## config.mk

```make
export PLATFORM = sky130hd
export DESIGN_NAME = i2c_temp_sensor_poller_core
export DESIGN_NICKNAME = d
export VERILOG_FILES = /design/src/rtl/tsp_pkg.sv /design/src/rtl/tsp_conv.sv /design/src/rtl/tsp_ctrl.sv /design/src/rtl/i2c_temp_sensor_poller_core.sv
export SDC_FILE = /design/constraint.sdc
export NUM_CORES = 1
export LEC_CHECK = 0
export BUFFER_PORTS_ARGS = -buffer_cell sky130_fd_sc_hd__buf_4
export CORE_MARGIN = 10
export CORE_UTILIZATION = 50
export CTS_CLUSTER_DIAMETER = 50
export CTS_CLUSTER_SIZE = 12
export DETAILED_ROUTE_END_ITERATION = 6
export PLACE_DENSITY = 0.71
export RECOVER_POWER = 100
export SLEW_MARGIN = 15
export SYNTH_ARGS = -nofsm -noshare
export SYNTH_HDL_FRONTEND = slang
export SYNTH_HIERARCHICAL = 1
export SYNTH_SLANG_ARGS = --single-unit
```

## constraint.sdc

```tcl
create_clock -name clk -period 14.9 [get_ports clk]
set_input_delay 2.235 -clock clk [delete_from_list [all_inputs] [get_ports clk]]
set_output_delay 2.235 -clock clk [all_outputs]
set_load 0.01 [all_outputs]
```

## src/rtl/tsp_pkg.sv

```systemverilog
// Shared types, constants and the register address table for the temperature
// sensor poller. No dependencies.
package tsp_pkg;

	localparam int READ_COUNT = 6;
	localparam int SLOT_W = 3;

	localparam logic [2:0] PH_CFG_WRITE = 3'd0;
	localparam logic [2:0] PH_CFG_WAIT = 3'd1;
	localparam logic [2:0] PH_DELAY = 3'd2;
	localparam logic [2:0] PH_RD_SETUP = 3'd3;
	localparam logic [2:0] PH_RD_OFFER = 3'd4;
	localparam logic [2:0] PH_RD_WAIT = 3'd5;

	localparam logic [1:0] ST_DONE = 2'd1;
	localparam logic [1:0] ST_ERROR = 2'd2;

	localparam logic [1:0] CFG_PERIOD_US = 2'd0;
	localparam logic [1:0] CFG_SETUP_BYTE = 2'd1;
	localparam logic [1:0] CFG_EXPECTED_ID = 2'd2;

	localparam logic [31:0] PERIOD_US_RST = 32'd1000000;
	localparam logic [7:0] SETUP_BYTE_RST = 8'h04;
	localparam logic [7:0] EXPECTED_ID_RST = 8'h20;

	localparam logic [7:0] REG_CONFIG = 8'h03;
	localparam logic [7:0] REG_ID = 8'hFD;
	localparam logic [7:0] REG_STATUS = 8'h02;
	localparam logic [7:0] REG_INT_HIGH = 8'h00;
	localparam logic [7:0] REG_INT_LOW = 8'h29;
	localparam logic [7:0] REG_EXT_HIGH = 8'h01;
	localparam logic [7:0] REG_EXT_LOW = 8'h10;

	localparam logic [SLOT_W-1:0] SLOT_ID = 3'd0;
	localparam logic [SLOT_W-1:0] SLOT_INT_HIGH = 3'd2;
	localparam logic [SLOT_W-1:0] SLOT_INT_LOW = 3'd3;
	localparam logic [SLOT_W-1:0] SLOT_EXT_HIGH = 3'd4;
	localparam logic [SLOT_W-1:0] SLOT_EXT_LOW = 3'd5;

	typedef struct packed {
		logic [31:0] period_us;
		logic [7:0] setup_byte;
		logic [7:0] expected_id;
	} tsp_cfg_t;

	typedef struct packed {
		logic request_valid;
		logic request_is_read;
		logic [7:0] request_register;
		logic [7:0] request_data;
		logic signed [15:0] internal_temp;
		logic signed [15:0] external_temp;
	} tsp_result_t;

	function automatic logic [7:0] read_reg_addr(input logic [SLOT_W-1:0] slot);
		logic [7:0] addr;
		case (slot)
			3'd0: addr = REG_ID;
			3'd1: addr = REG_STATUS;
			3'd2: addr = REG_INT_HIGH;
			3'd3: addr = REG_INT_LOW;
			3'd4: addr = REG_EXT_HIGH;
			3'd5: addr = REG_EXT_LOW;
			default: addr = REG_ID;
		endcase
		return addr;
	endfunction

endpackage

```

## src/rtl/tsp_conv.sv

```systemverilog
// Converts a sensor high/low byte pair into hundredths of a degree Celsius.
// Uses no package; purely combinational.
module tsp_conv (
	input logic [7:0] hi,
	input logic [7:0] lo,
	output logic signed [15:0] temp
);

	logic [10:0] code;
	logic [15:0] scaled;
	logic signed [16:0] fifth;
	logic signed [16:0] half;

	// The milli-degree value is code*125 - 64000; one fifth of it is exact,
	// and halving that with rounding toward zero gives the tenth.
	always_comb begin
		code = {hi, lo[7:5]};
		scaled = {1'b0, code, 4'b0} + {2'b0, code, 3'b0} + {5'b0, code};
		fifth = $signed({1'b0, scaled}) - 17'sd12800;
		if (fifth < 0) begin
			half = (fifth + 17'sd1) >>> 1;
		end else begin
			half = fifth >>> 1;
		end
		temp = half[15:0];
	end

endmodule

```

## src/rtl/tsp_ctrl.sv

```systemverilog
// Poll sequencer: phase state, read slot, stored bytes, cycle time and
// temperatures. Depends on tsp_pkg and tsp_conv.
module tsp_ctrl (
	input logic clk,
	input logic arst_n,
	input logic fire,
	input tsp_pkg::tsp_cfg_t cfg,
	input logic kickoff_accepted,
	input logic [1:0] xfer_status,
	input logic [7:0] read_byte,
	input logic [31:0] now_us,
	output tsp_pkg::tsp_result_t result
);

	logic [2:0] phase_q;
	logic [2:0] phase_d;
	logic [tsp_pkg::SLOT_W-1:0] slot_q;
	logic [tsp_pkg::SLOT_W-1:0] slot_d;
	logic [tsp_pkg::SLOT_W-1:0] slot_eff;
	logic [tsp_pkg::SLOT_W-1:0] slot_inc;
	logic [7:0] bytes_q [tsp_pkg::READ_COUNT];
	logic [7:0] bytes_d [tsp_pkg::READ_COUNT];
	logic [31:0] last_q;
	logic [31:0] last_d;
	logic [31:0] elapsed;
	logic signed [15:0] int_temp_q;
	logic signed [15:0] ext_temp_q;
	logic signed [15:0] int_temp_d;
	logic signed [15:0] ext_temp_d;
	logic signed [15:0] int_conv;
	logic signed [15:0] ext_conv;
	logic store_byte;
	logic update_temps;

	tsp_conv u_conv_int (
		.hi(bytes_d[tsp_pkg::SLOT_INT_HIGH]),
		.lo(bytes_d[tsp_pkg::SLOT_INT_LOW]),
		.temp(int_conv)
	);

	tsp_conv u_conv_ext (
		.hi(bytes_d[tsp_pkg::SLOT_EXT_HIGH]),
		.lo(bytes_d[tsp_pkg::SLOT_EXT_LOW]),
		.temp(ext_conv)
	);

	always_comb begin
		slot_eff = (slot_q >= tsp_pkg::SLOT_W'(tsp_pkg::READ_COUNT)) ? '0 : slot_q;
		slot_inc = slot_eff + 1'b1;
		elapsed = now_us - last_q;
		phase_d = phase_q;
		slot_d = slot_eff;
		last_d = last_q;
		store_byte = 1'b0;
		update_temps = 1'b0;
		result.request_valid = 1'b0;
		result.request_is_read = 1'b0;
		result.request_register = '0;
		result.request_data = '0;
		case (phase_q)
			tsp_pkg::PH_CFG_WRITE: begin
				result.request_valid = 1'b1;
				result.request_register = tsp_pkg::REG_CONFIG;
				result.request_data = cfg.setup_byte;
				if (kickoff_accepted) phase_d = tsp_pkg::PH_CFG_WAIT;
			end
			tsp_pkg::PH_CFG_WAIT: begin
				if (xfer_status == tsp_pkg::ST_DONE) begin
					phase_d = tsp_pkg::PH_DELAY;
				end else if (xfer_status == tsp_pkg::ST_ERROR) begin
					phase_d = tsp_pkg::PH_CFG_WRITE;
				end
			end
			tsp_pkg::PH_DELAY: begin
				if (elapsed > cfg.period_us) begin
					phase_d = tsp_pkg::PH_RD_SETUP;
					last_d = now_us;
				end
			end
			tsp_pkg::PH_RD_SETUP: begin
				phase_d = tsp_pkg::PH_RD_OFFER;
			end
			tsp_pkg::PH_RD_OFFER: begin
				result.request_valid = 1'b1;
				result.request_is_read = 1'b1;
				result.request_register = tsp_pkg::read_reg_addr(slot_eff);
				if (kickoff_accepted) phase_d = tsp_pkg::PH_RD_WAIT;
			end
			tsp_pkg::PH_RD_WAIT: begin
				if (xfer_status == tsp_pkg::ST_DONE) begin
					store_byte = 1'b1;
					if (slot_inc >= tsp_pkg::SLOT_W'(tsp_pkg::READ_COUNT)) begin
						update_temps = 1'b1;
						slot_d = '0;
						phase_d = tsp_pkg::PH_DELAY;
					end else begin
						slot_d = slot_inc;
						phase_d = tsp_pkg::PH_RD_SETUP;
					end
				end else if (xfer_status == tsp_pkg::ST_ERROR) begin
					slot_d = '0;
					phase_d = tsp_pkg::PH_RD_SETUP;
				end
			end
			default: begin
				phase_d = tsp_pkg::PH_CFG_WRITE;
			end
		endcase

		for (int i = 0; i < tsp_pkg::READ_COUNT; i++) begin
			bytes_d[i] = (store_byte && slot_eff == tsp_pkg::SLOT_W'(i)) ? read_byte : bytes_q[i];
		end

		int_temp_d = int_temp_q;
		ext_temp_d = ext_temp_q;
		if (update_temps && bytes_d[tsp_pkg::SLOT_ID] == cfg.expected_id) begin
			int_temp_d = int_conv;
			ext_temp_d = ext_conv;
		end
		result.internal_temp = int_temp_d;
		result.external_temp = ext_temp_d;
	end

	always_ff @(posedge clk or negedge arst_n) begin
		if (!arst_n) begin
			phase_q <= tsp_pkg::PH_CFG_WRITE;
			slot_q <= '0;
			last_q <= '0;
			int_temp_q <= '0;
			ext_temp_q <= '0;
			for (int i = 0; i < tsp_pkg::READ_COUNT; i++) begin
				bytes_q[i] <= '0;
			end
		end else if (fire) begin
			phase_q <= phase_d;
			slot_q <= slot_d;
			last_q <= last_d;
			int_temp_q <= int_temp_d;
			ext_temp_q <= ext_temp_d;
			for (int i = 0; i < tsp_pkg::READ_COUNT; i++) begin
				bytes_q[i] <= bytes_d[i];
			end
		end
	end

endmodule

```

## src/rtl/i2c_temp_sensor_poller_core.sv

```systemverilog
// Top level of the temperature sensor poller: configuration registers, input
// word register and result register around the sequencer. Depends on tsp_pkg
// and tsp_ctrl.

// One poll word enters per clock while the held result is not stalled, and
// each yields one result word; a word waits in the input register and then
// moves into the result register, where its result is presented, so the block
// sustains one word per clock under that same condition. The
// sequencer state, held in tsp_ctrl, is updated once per word as it moves from
// the input register to the result register. The input side stalls only while
// a word waits in the input register and the held result is itself stalled.
// Temperatures come out in hundredths of a degree Celsius and show the value
// after the update made by the same word.
module i2c_temp_sensor_poller_core (
	input logic clk,
	input logic arst_n,
	input logic cfg_wr_en,
	input logic [1:0] cfg_index,
	input logic [31:0] cfg_data,
	input logic in_valid,
	output logic in_stall,
	input logic kickoff_accepted,
	input logic [1:0] xfer_status,
	input logic [7:0] read_byte,
	input logic [31:0] now_us,
	output logic out_valid,
	input logic out_stall,
	output logic request_valid,
	output logic request_is_read,
	output logic [7:0] request_register,
	output logic [7:0] request_data,
	output logic signed [15:0] internal_temp,
	output logic signed [15:0] external_temp
);

	tsp_pkg::tsp_cfg_t cfg_q;
	logic valid_s1;
	logic kick_s1;
	logic [1:0] status_s1;
	logic [7:0] rbyte_s1;
	logic [31:0] now_s1;
	logic out_valid_q;
	tsp_pkg::tsp_result_t res_q;
	tsp_pkg::tsp_result_t res_d;
	logic fire;
	logic in_accept;

	assign fire = valid_s1 && (!out_valid_q || !out_stall);
	assign in_stall = valid_s1 && out_valid_q && out_stall;
	assign in_accept = in_valid && !in_stall;

	always_ff @(posedge clk or negedge arst_n) begin
		if (!arst_n) begin
			cfg_q.period_us <= tsp_pkg::PERIOD_US_RST;
			cfg_q.setup_byte <= tsp_pkg::SETUP_BYTE_RST;
			cfg_q.expected_id <= tsp_pkg::EXPECTED_ID_RST;
		end else if (cfg_wr_en) begin
			case (cfg_index)
				tsp_pkg::CFG_PERIOD_US: cfg_q.period_us <= cfg_data;
				tsp_pkg::CFG_SETUP_BYTE: cfg_q.setup_byte <= cfg_data[7:0];
				tsp_pkg::CFG_EXPECTED_ID: cfg_q.expected_id <= cfg_data[7:0];
				default: ;
			endcase
		end
	end

	always_ff @(posedge clk or negedge arst_n) begin
		if (!arst_n) begin
			valid_s1 <= 1'b0;
			out_valid_q <= 1'b0;
		end else begin
			if (in_accept) begin
				valid_s1 <= 1'b1;
			end else if (fire) begin
				valid_s1 <= 1'b0;
			end
			if (fire) begin
				out_valid_q <= 1'b1;
			end else if (!out_stall) begin
				out_valid_q <= 1'b0;
			end
		end
	end

	always_ff @(posedge clk) begin
		if (in_accept) begin
			kick_s1 <= kickoff_accepted;
			status_s1 <= xfer_status;
			rbyte_s1 <= read_byte;
			now_s1 <= now_us;
		end
		if (fire) begin
			res_q <= res_d;
		end
	end

	tsp_ctrl u_ctrl (
		.clk(clk),
		.arst_n(arst_n),
		.fire(fire),
		.cfg(cfg_q),
		.kickoff_accepted(kick_s1),
		.xfer_status(status_s1),
		.read_byte(rbyte_s1),
		.now_us(now_s1),
		.result(res_d)
	);

	assign out_valid = out_valid_q;
	assign request_valid = res_q.request_valid;
	assign request_is_read = res_q.request_is_read;
	assign request_register = res_q.request_register;
	assign request_data = res_q.request_data;
	assign internal_temp = res_q.internal_temp;
	assign external_temp = res_q.external_temp;

	a_stall_only_when_blocked: assert property (@(posedge clk) disable iff (!arst_n)
		in_stall |-> (out_valid && out_stall))
		else $error("Input stalled while the result register could take a word.");

	a_idle_request_clear: assert property (@(posedge clk) disable iff (!arst_n)
		(out_valid && !request_valid) |->
		(!request_is_read && request_register == 8'h00 && request_data == 8'h00))
		else $error("Request fields not cleared with no transfer offered.");

	a_write_is_config: assert property (@(posedge clk) disable iff (!arst_n)
		(out_valid && request_valid && !request_is_read) |->
		(request_register == tsp_pkg::REG_CONFIG))
		else $error("Write offered to a register other than the configuration register.");

	a_read_no_data: assert property (@(posedge clk) disable iff (!arst_n)
		(out_valid && request_valid && request_is_read) |-> (request_data == 8'h00))
		else $error("Read request carries nonzero data.");

endmodule
```

==> results of run 1 <==
-- flip-flops by register name, summed over array words and instances (netlist names), 2 cells and up --
| signal | flops |
|---|---|
| cfg_q | 48 |
| request_register | 8 |
| u_ctrl/int_temp_q | 16 |
| u_ctrl/bytes_q | 30 |
| rbyte_s1 | 8 |
| u_ctrl/last_q | 32 |
| u_ctrl/phase_q | 3 |
| now_s1 | 32 |
| u_ctrl/ext_temp_q | 16 |
| status_s1 | 2 |
| external_temp | 16 |
| request_data | 8 |
| u_ctrl/slot_q | 3 |
| internal_temp | 16 |
-- per-stage QoR --
| stage | total power, W | cell area (um2) | hold slack [ns] | utilization (%) | std cells |
|---|---|---|---|---|---|
| final | 0.002186 | 16740 | 0.4814 | 56.79 | 1822 |
| after global routing | 0.002332 | 16740 | 0.4978 | 56.79 | 1822 |
| after CTS | 0.002222 | 17190 | 0.4887 | 58.30 | 1821 |
| after detailed placement | 0.001519 | 16230 | 0.4759 | 55.05 | 1769 |
| after global placement | 0.001507 | 16230 | 0.4675 | 55.05 | 1769 |
| after floorplan | 0.001335 | 14870 | 0.4436 | - | 1276 |
-- cells in the final DEF, fill, tap and decap left out, types with 6 or more instances in the layout --
cell type / instances
a21o_1: 18
a21oi_1: 57
a31oi_1: 8
and2_0: 10
buf_4: 36
clkbuf_1: 72
clkbuf_16: 33
clkbuf_4: 41
dfrtp_1: 141
dfstp_2: 9
edfxtp_1: 93
fa_1: 17
ha_1: 118
inv_1: 136
mux2_1: 38
mux2_2: 156
mux2i_1: 8
nand2_1: 49
nand2b_1: 8
nand3_1: 23
nand4_1: 23
nor2_1: 54
nor2b_1: 6
nor3_1: 22
nor4_1: 9
o211ai_1: 10
o21a_1: 7
o21ai_0: 39
xnor2_1: 41
xor2_1: 33
-- routing by layer --
| layer | wire (um) | track usage (%) | share of wire (%) |
|---|---|---|---|
| met1 | 15360 | 24.60 | 48 |
| met5 | 0 | 0 | 0 |
| met4 | 583 | 3.608 | 1.8 |
| met2 | 14740 | 26.88 | 46 |
| met3 | 1364 | 2.602 | 4.3 |
-- worst max-delay path by stage --
stage / startpoint / endpoint / slack (ns) / cells after the start
2_1_floorplan: out_stall / u_ctrl/ext_temp_q[10] / 7.49 / 6
3_3_place_gp: status_s1[1] / internal_temp[15] / 9.22 / 18
3_5_place_dp: status_s1[1] / external_temp[15] / 9.03 / 18
4_1_cts: status_s1[1] / external_temp[15] / 9.03 / 18
5_1_grt: arst_n / u_ctrl/phase_q[0] / 5.26 / 2
6_report: arst_n / u_ctrl/last_q[23] / 6.58 / 2
-- where the power goes --
part | total [W] | internal [W] | switching, W
Clock | 0.000692 | 0.000421 | 0.000272
Sequential | 0.000856 | 0.000798 | 0.0000582
Combinational | 0.000638 | 0.000279 | 0.000359
-- area by class of cell --
cell class	count	area (um2)
Clock inverter	5	38.79
Fill cell	2597	12740
Clock buffer	47	918.4
Sequential cell	243	6558
Timing Repair Buffer	139	810.8
Multi-Input combinational cell	861	7415
Antenna cell	1	2.502
Tap cell	390	488.0
Inverter	136	510.5
==> impl_results.md, run 1 <==
* Status: finished, violations left
* Failing checks: capacitance limit, slew limit
* Worst min path class: reg -> reg
* GRT Util Overall at 17.14%
* Crit-path cells: clkbuf_1, clkbuf_1
* Syn_nets at 1,493
* R2R Path Start: out_valid
* Static leakage at 7.646 nW
* CP max stage cell: clkbuf_1
* Worst Path Buf+Inv at 2
* Setup crit start kind: input pin
* Vias in the first global route at 9,923
* Final HPWL DP at 24.10 mm
* Setup slack after layout at 6.575 ns
* RSZ-0062 raised after global routing: false
* Slew at the pin closest to its max-slew limit at 5.678 ns
* Worst Hold End: u_ctrl/ext_temp_q[6]
* H-Tree Depth at 1
* Via count at 9,987
* CP top delay family: buffers and inverters
* Setup Fix Bufs, Post-CTS at 0
* Pre-antenna DRT Iters at 5
* Hold Path Stages at 1
* Die area at 37,040 um2
* CTS tree: done
* Clk_lat worst skew at 0.54 ns
* Clock sinks at 243
* Max Root-Sink Buffers at 3
* Worst vdd ir at 0.00009988 V
* PwrDens at 130.6 nW/um2
* Setup tns final at 0 ns
* Worst EP required at 14.96 ns
* Hold Fails Final Rpt at 0
* Final setup vio count at 0
* Max Cap Violations at 7
* First-pass GRT wire length at 52.22 mm
* Syn-to-layout area delta at 12.56%
* Clock Root Buffer: clkbuf_16
* Ys Warns at 6
* Layout Nets at 1,626
* Mapped Area at 14,870 um2
* DIE HEIGHT at 192.5 um
* Fin crit share at 55.87%
* Initial antenna violation count at 1
* Reg2reg end: u_ctrl/last_q[15]
* Die W at 192.5 um
* WL final at 32.04 mm
* Final Max Tran Viols at 334
* CTS buffer count at 28
* Ports at 134
* Core ar. at 29,480 um2
* HP Start: u_ctrl/ext_temp_q[6]
* Reg2Reg Depth at 5
* CP dominant cell by count: clkbuf_1
* CP max FO at 101
* Starting Density at 50.45%
* Iteration-0 DRC count of the detailed router at 640
* Crit path DAT at 8.39 ns
* DRC Markers at 0
* WL/cell at 17.59 um
* Critical Path End Type: async pin
* CP max stage delay at 3.88 ns
* Place WS at 9.032 ns
* Number of port buffers at 133
* Setup Skew at 0.01154 ns
* Total grt overflow at 0
* Final GP Congestion at 0.9142
* Clock slew at reported path FFs at 0.06 ns
* Post-cts gate resize count at 0
* Via density at 5.481
* Fmax achieved at 120.1 MHz
* Mapped Cells at 1,276
* Critical path class: in -> async
* Largest net degree at the start of global routing at 102
* Slew Limit Headroom at -278.5%
* Syn Area/Cell at 11.66 um2
* Tmin final at 8.325 ns
* R2R setup slack at 8.61 ns
* Final ANT Viol Nets at 0
* Rows at 63
* Hold Buf Count CTS at 0
* Ratio of cells with drive above 1 in the final layout at 21.45%
Note: power is estimated with default switching activity, not from simulation.
==> inputs of run 2 (changes only) <==
Settings changed: PLACE_DENSITY 0.71 to 0.73.
Clock period 14.9 ns to 7.4 ns, I/O delays scaled along.
==> impl_results.md, run 2 (same netlist as run 1, synthesis figures left out) <==
* Syn-to-layout area delta at 12.61% (about the same)
* WL/cell at 17.71 um (+0.73%)
* Crit path DAT at 6.36 ns (-2.03 ns)
* Largest register by flop count: cfg_q
* Status: finished, violations left
* Top flop regs: cfg_q (48), now_s1 (32), u_ctrl/last_q (32)
* PwrDens at 262.8 nW/um2 (+100%)
* Final setup vio count at 0 (unchanged)
* Worst min path class: reg -> reg
* Failing checks: capacitance limit, slew limit
* Max Cap Violations at 6 (-1)
* Worst EP required at 7.71 ns (-7.25 ns)
* Area after DPL at 16,250 um2 (about the same)
* Rows at 63 (unchanged)
* Fin crit share at 81.86%
* Iteration-0 DRC count of the detailed router at 575 (-10%)
* Clk_lat worst skew at 0.56 ns (+0.02 ns)
* Fmax achieved at 165.1 MHz
* GR met2 Demand/Resource at 28.19% (+1.3 points)
* Setup Skew at 0.01652 ns (+0.004980 ns)
* Slew Limit Headroom at -181.5% (+97 points)
* Most frequent cells in the layout: 157 x mux2_2, 141 x dfrtp_1, 136 x inv_1, 118 x ha_1, 93 x edfxtp_1
* Met1 usage at 23.14% (-1.5 points)
* Largest net degree at the start of global routing at 79 (-23%)
* Hold Path Stages at 1 (unchanged)
* Via density at 5.515 (+0.61%)
* Final GP Congestion at 0.8901 (-2.6%)
* Crit-path cells: inv_1, ha_1, nand4b_1, nor3_1, mux2_2, inv_1, fa_1, inv_1, ha_1, ha_1, fa_1, xnor2_1, a311o_1, nor4_1, nand2_1, nor4_1, a21boi_0, mux2_4
* Final Max Tran Viols at 298 (-11%)
* Ports at 134 (unchanged)
* Die area at 37,040 um2 (unchanged)
* DIE HEIGHT at 192.5 um (unchanged)
* Final ANT Viol Nets at 0 (unchanged)
* First-pass GRT wire length at 52.05 mm (-0.33%)
* DRC Markers at 0 (unchanged)
* Design Area, Final at 16,750 um2 (about the same)
* Die W at 192.5 um (unchanged)
* WP depth at 18 (+16)
* CP max FO at 8 (-92%)
* Initial antenna violation count at 1 (unchanged)
* Critical path class: reg -> reg
* Final HPWL DP at 24.34 mm (+1.0%)
* Starting Density at 50.45% (unchanged)
* Core ar. at 29,480 um2 (unchanged)
* Reg2Reg Depth at 18 (+13)
* Most used routing layer: met2
* Max reg flops at 48 (unchanged)
* Total grt overflow at 0 (unchanged)
* Critical Path End Type: flop
* Tmin final at 6.058 ns
* Total power draw at 0.004401 W (+100%)
* Setup Fix Bufs, Post-CTS at 0 (unchanged)
* Ratio of cells with drive above 1 in the final layout at 21.78% (+0.33 points)
* Worst Path Buf+Inv at 3 (+1)
* CTS tree: done
* RSZ-0062 raised after global routing: false
* CTS buffer count at 30 (+7.1%)
* Max Root-Sink Buffers at 3 (unchanged)
* Setup crit start kind: flop
* Hold Fails Final Rpt at 0 (unchanged)
* Number of port buffers at 133 (unchanged)
* N_diodes at 0 (-1)
* H-Tree Depth at 1 (unchanged)
* Worst vdd ir at 0.0002336 V (+130%)
* Vias in the first global route at 10,140 (+2.2%)
* Commonest non-fill, non-tap cell in the layout: mux2_2
* Met3 Usage GRT at 2.765% (+0.16 points)
* WL final at 32.36 mm (+1.0%)
* CP max stage cell: nor3_1
* Clock Root Buffer: clkbuf_16
* Via count at 10,080 (+0.88%)
* Clock sinks at 243 (unchanged)
* CP top delay family: simple AND/OR/NAND/NOR gates
* GRT Util Overall at 17.11% (-0.028 points)
* Setup tns final at 0 ns (unchanged)
* Layout Nets at 1,630 (+0.25%)
* Hold slack final at 0.4902 ns (+0.008851 ns)
* R2R setup slack at 1.34 ns (-7.27 ns)
* Post-cts gate resize count at 0 (unchanged)
* Clock slew at reported path FFs at 0.06 ns (about the same)
* Slew at the pin closest to its max-slew limit at 4.223 ns (-1.455 ns)
* Pre-antenna DRT Iters at 5 (unchanged)
* Hold Buf Count CTS at 0 (unchanged)
* Static leakage at 7.638 nW (about the same)
* CP max stage delay at 0.95 ns (-2.93 ns)
-- run 2: cell types whose count changed in the layout (fill, tap and decap cells not counted), sizes merged --
cell / delta
bufinv: +1
clkinv: +3
inv: +3
clkbuf: -3
diode: -1
clkinvlp: +2
-- run 2: metal layers --
layer	vias to the layer above	part of all wire [%]
met4	2	2.1
met3	46	4.2
met5	-	0.040
li1	4884	-
met1	4956	46
met2	187	47
-- run 2: stage by stage --
stage | utilization [%] | setup WS, ns | std cells
2_1_floorplan | - | 1.118 | 1276
3_3_place_gp | 55.11 | 1.692 | 1771
3_5_place_dp | 55.11 | 1.484 | 1771
4_1_cts | 58.32 | 1.468 | 1827
5_1_grt | 56.81 | 0.6855 | 1827
6_report | 56.81 | 1.342 | 1827
-- run 2: worst paths after layout --
kind / start / to
worst min register to register: u_ctrl/ext_temp_q[7] / u_ctrl/ext_temp_q[7]
min in group asynchronous: arst_n / u_ctrl/ext_temp_q[11]
worst max-delay path: status_s1[1] / external_temp[14]
worst min-delay path: u_ctrl/ext_temp_q[7] / u_ctrl/ext_temp_q[7]
worst max register to register: status_s1[1] / external_temp[14]
max in group asynchronous: arst_n / u_ctrl/phase_q[2]
-- run 2: final cells by class --
cell class                 count  area, um2
tap                          390      488.0
multi-input combinational    861       7431
timing repair buffer         141      813.3
clock buffer                  42      805.8
inverter                     136      510.5
sequential                   243       6558
clock inverter                14      142.6
fill                        2535      12730
-- run 2: worst reg2reg max path, delay by kind of cell (launching register included) --
kind,cells,cell delay (ns)
buffers and inverters,3,0.20
DFF,1,0.39
muxes,2,0.63
AOI/OAI and AO/OA,2,0.58
adders and majority gates,5,1.68
and+or+nand+nor,5,2.11
xor gates and xnor gates,1,0.20
-- run 2: power by group --
group / internal (W) / switching, W
registers: 0.00161 / 0.000116
logic: 0.000565 / 0.000728
clock network: 0.000806 / 0.000579
total: 0.00298 / 0.00142
==> inputs of run 3 (changes only) <==
Settings changed: PLACE_DENSITY 0.73 to 0.71.
Clock period 7.4 ns to 5.9 ns, I/O delays scaled along.
==> impl_results.md, run 3 (same netlist as run 1, synthesis figures left out) <==
* Failing checks: capacitance limit, slew limit
* Worst vdd ir at 0.0002277 V (-2.6%)
* Die W at 192.5 um (unchanged)
* CTS buffer count at 29 (-3.3%)
* Most frequent cells in the layout: 159 x mux2_2, 141 x dfrtp_1, 136 x inv_1, 118 x ha_1, 93 x edfxtp_1
* Post-cts gate resize count at 0 (unchanged)
* WL met2 at 14.76 mm (-3.5%)
* Total grt overflow at 0 (unchanged)
* Final HPWL DP at 24.19 mm (-0.64%)
* RSZ-0062 raised after global routing: false
* Hold Fails Final Rpt at 0 (unchanged)
* Setup crit start kind: flop
* Fill cell count at 2,552 (+0.67%)
* DRC Markers at 0 (unchanged)
* Top flop regs: cfg_q (48), now_s1 (32), u_ctrl/last_q (32)
* Clock slew at reported path FFs at 0.06 ns (about the same)
* Cell count after placement at 1,777 (+0.34%)
* Max Cap Violations at 5 (-1)
* WL/cell at 17.64 um (-0.40%)
* Worst Path Buf+Inv at 5 (+2)
* Iteration-0 DRC count of the detailed router at 483 (-16%)
* Layout Nets at 1,635 (+0.31%)
* Ratio of cells with drive above 1 in the final layout at 22.64% (+0.86 points)
* Setup Skew at 0.02075 ns (+0.004231 ns)
* Wl on met1 at 15.40 mm (+2.5%)
* CP max stage cell: fa_1
* Final GP Congestion at 0.8798 (-1.2%)
* H-Tree Depth at 1 (unchanged)
* Crit-path cells: inv_1, ha_1, inv_1, fa_1, a211oi_1, o21ai_0, a31oi_1, a211oi_1, nor3_1, buf_4, o22a_1, o31ai_1, ha_1, nand4_1, nor4_1, clkbuf_1, o311ai_0, nand4b_1, nand4_1, clkbuf_1, mux2_2
* PwrDens at 328.7 nW/um2 (+25%)
* Core ar. at 29,480 um2 (unchanged)
* CTS tree: done
* Final setup vio count at 0 (unchanged)
* Critical path class: reg -> reg
* Clk_lat worst skew at 0.55 ns (about the same)
* Die area at 37,040 um2 (unchanged)
* N_diodes at 0 (unchanged)
* Clock Root Buffer: clkbuf_16
* Crit path DAT at 5.84 ns (-0.52 ns)
* Top Layer Used: met4
* Vias in the first global route at 10,030 (-1.1%)
* Hold Buf Count CTS at 0 (unchanged)
* Number of port buffers at 133 (unchanged)
* Max reg flops at 48 (unchanged)
* CP max FO at 6 (-2)
* Ports at 134 (unchanged)
* Largest register by flop count: cfg_q
* Rows at 63 (unchanged)
* Pre-antenna DRT Iters at 5 (unchanged)
* Setup Fix Bufs, Post-CTS at 0 (unchanged)
* Starting Density at 50.45% (unchanged)
* Slew Limit Headroom at -104.1% (+77 points)
* GRT Util Overall at 17.14% (+0.036 points)
* Via count at 9,984 (-0.90%)
* Static leakage at 7.693 nW (+0.72%)
* CP top delay family: compound AO/OA/AOI/OAI gates
* Worst EP required at 6.33 ns (-1.38 ns)
* Clock sinks at 243 (unchanged)
* Worst min path class: reg -> reg
* Max Root-Sink Buffers at 3 (unchanged)
* Fin crit share at 91.63% (+9.8 points)
* Largest net degree at the start of global routing at 70 (-11%)
* Metal3 WL at 1.478 mm (+8.1%)
* Status: finished, violations left
* Critical Path End Type: flop
* Fmax achieved at 185.0 MHz (+12%)
* CP max stage delay at 0.42 ns (-0.53 ns)
* First-pass GRT wire length at 51.92 mm (-0.25%)
* Register area at 6558 um2 (unchanged)
* Final Max Tran Viols at 202 (-32%)
* DIE HEIGHT at 192.5 um (unchanged)
* Final ANT Viol Nets at 0 (unchanged)
* Post-Layout Cell Count at 1,830 (+0.16%)
* Initial antenna violation count at 0 (-1)
* WL final at 32.29 mm (-0.23%)
* Tmin final at 5.406 ns (-0.6512 ns)
* Multi-input logic area at 7457 um2 (+0.35%)
* Via density at 5.456 (-1.1%)
* Commonest non-fill, non-tap cell in the layout: mux2_2
* Slew at the pin closest to its max-slew limit at 3.061 ns (-1.162 ns)
* Final Util at 57.10% (+0.29 points)
* Syn-to-layout area delta at 13.19%
* Setup tns final at 0 ns (unchanged)
-- run 3: cell types whose count changed in the layout (fill, tap and decap cells not counted), moves of 2 or more --
cell / previous run / this run
nor4_2: 0 / 2
mux2_1: 37 / 34
clkbuf_8: 1 / 3
buf_4: 36 / 41
inv_6: 4 / 2
clkinvlp_4: 3 / 0
mux2_2: 157 / 159
nor4_1: 9 / 6
inv_4: 0 / 2
clkbuf_1: 75 / 71
-- run 3: layout make-up --
class                           count  area share, %
Multi-Input combinational cell    861          44.30
Clock inverter                     10         0.5648
Sequential cell                   243          38.95
Timing Repair Buffer              147          5.203
Clock buffer                       43          5.054
Inverter                          136          3.032
Tap cell                          390          2.899
-- run 3: worst paths after layout --
check                           slack [ns]               endpoint  cells past startpoint                  start
worst max-delay path                  0.49      u_ctrl/last_q[26]                     21              now_s1[0]
worst min-delay path                  0.49  u_ctrl/int_temp_q[14]                      1  u_ctrl/int_temp_q[14]
worst max register to register        0.49      u_ctrl/last_q[26]                     21              now_s1[0]
worst min register to register        0.49  u_ctrl/int_temp_q[14]                      1  u_ctrl/int_temp_q[14]
max in group asynchronous             2.00      u_ctrl/last_q[22]                      2                 arst_n
min in group asynchronous             1.35   u_ctrl/ext_temp_q[7]                      1                 arst_n
-- run 3: routing by layer --
metal	GRT usage (%)	vias to the layer above
met3	2.729	39
met5	0	-
met1	24.04	4887
met2	27.32	182
met4	3.965	0
li1	-	4876
-- run 3: where the power goes --
part	switching, W	internal [W]	leakage [nW]
Sequential	0.000148	0.00201	2.86
Combinational	0.000911	0.000713	4.37
Clock	0.000702	0.00105	0.468
-- run 3: stage by stage --
stage          cell area, um2  hold WS [ns]  total power (W)  setup WS (ns)
2_1_floorplan           14870        0.4437         0.003369         0.6383
3_3_place_gp            16300        0.4676         0.003804         0.7207
3_5_place_dp            16300        0.4796         0.003848         0.6072
4_1_cts                 17250        0.3013         0.005619         0.5979
5_1_grt                 16830        0.5060         0.005888         0.1296
6_report                16830        0.4888         0.005533         0.4937
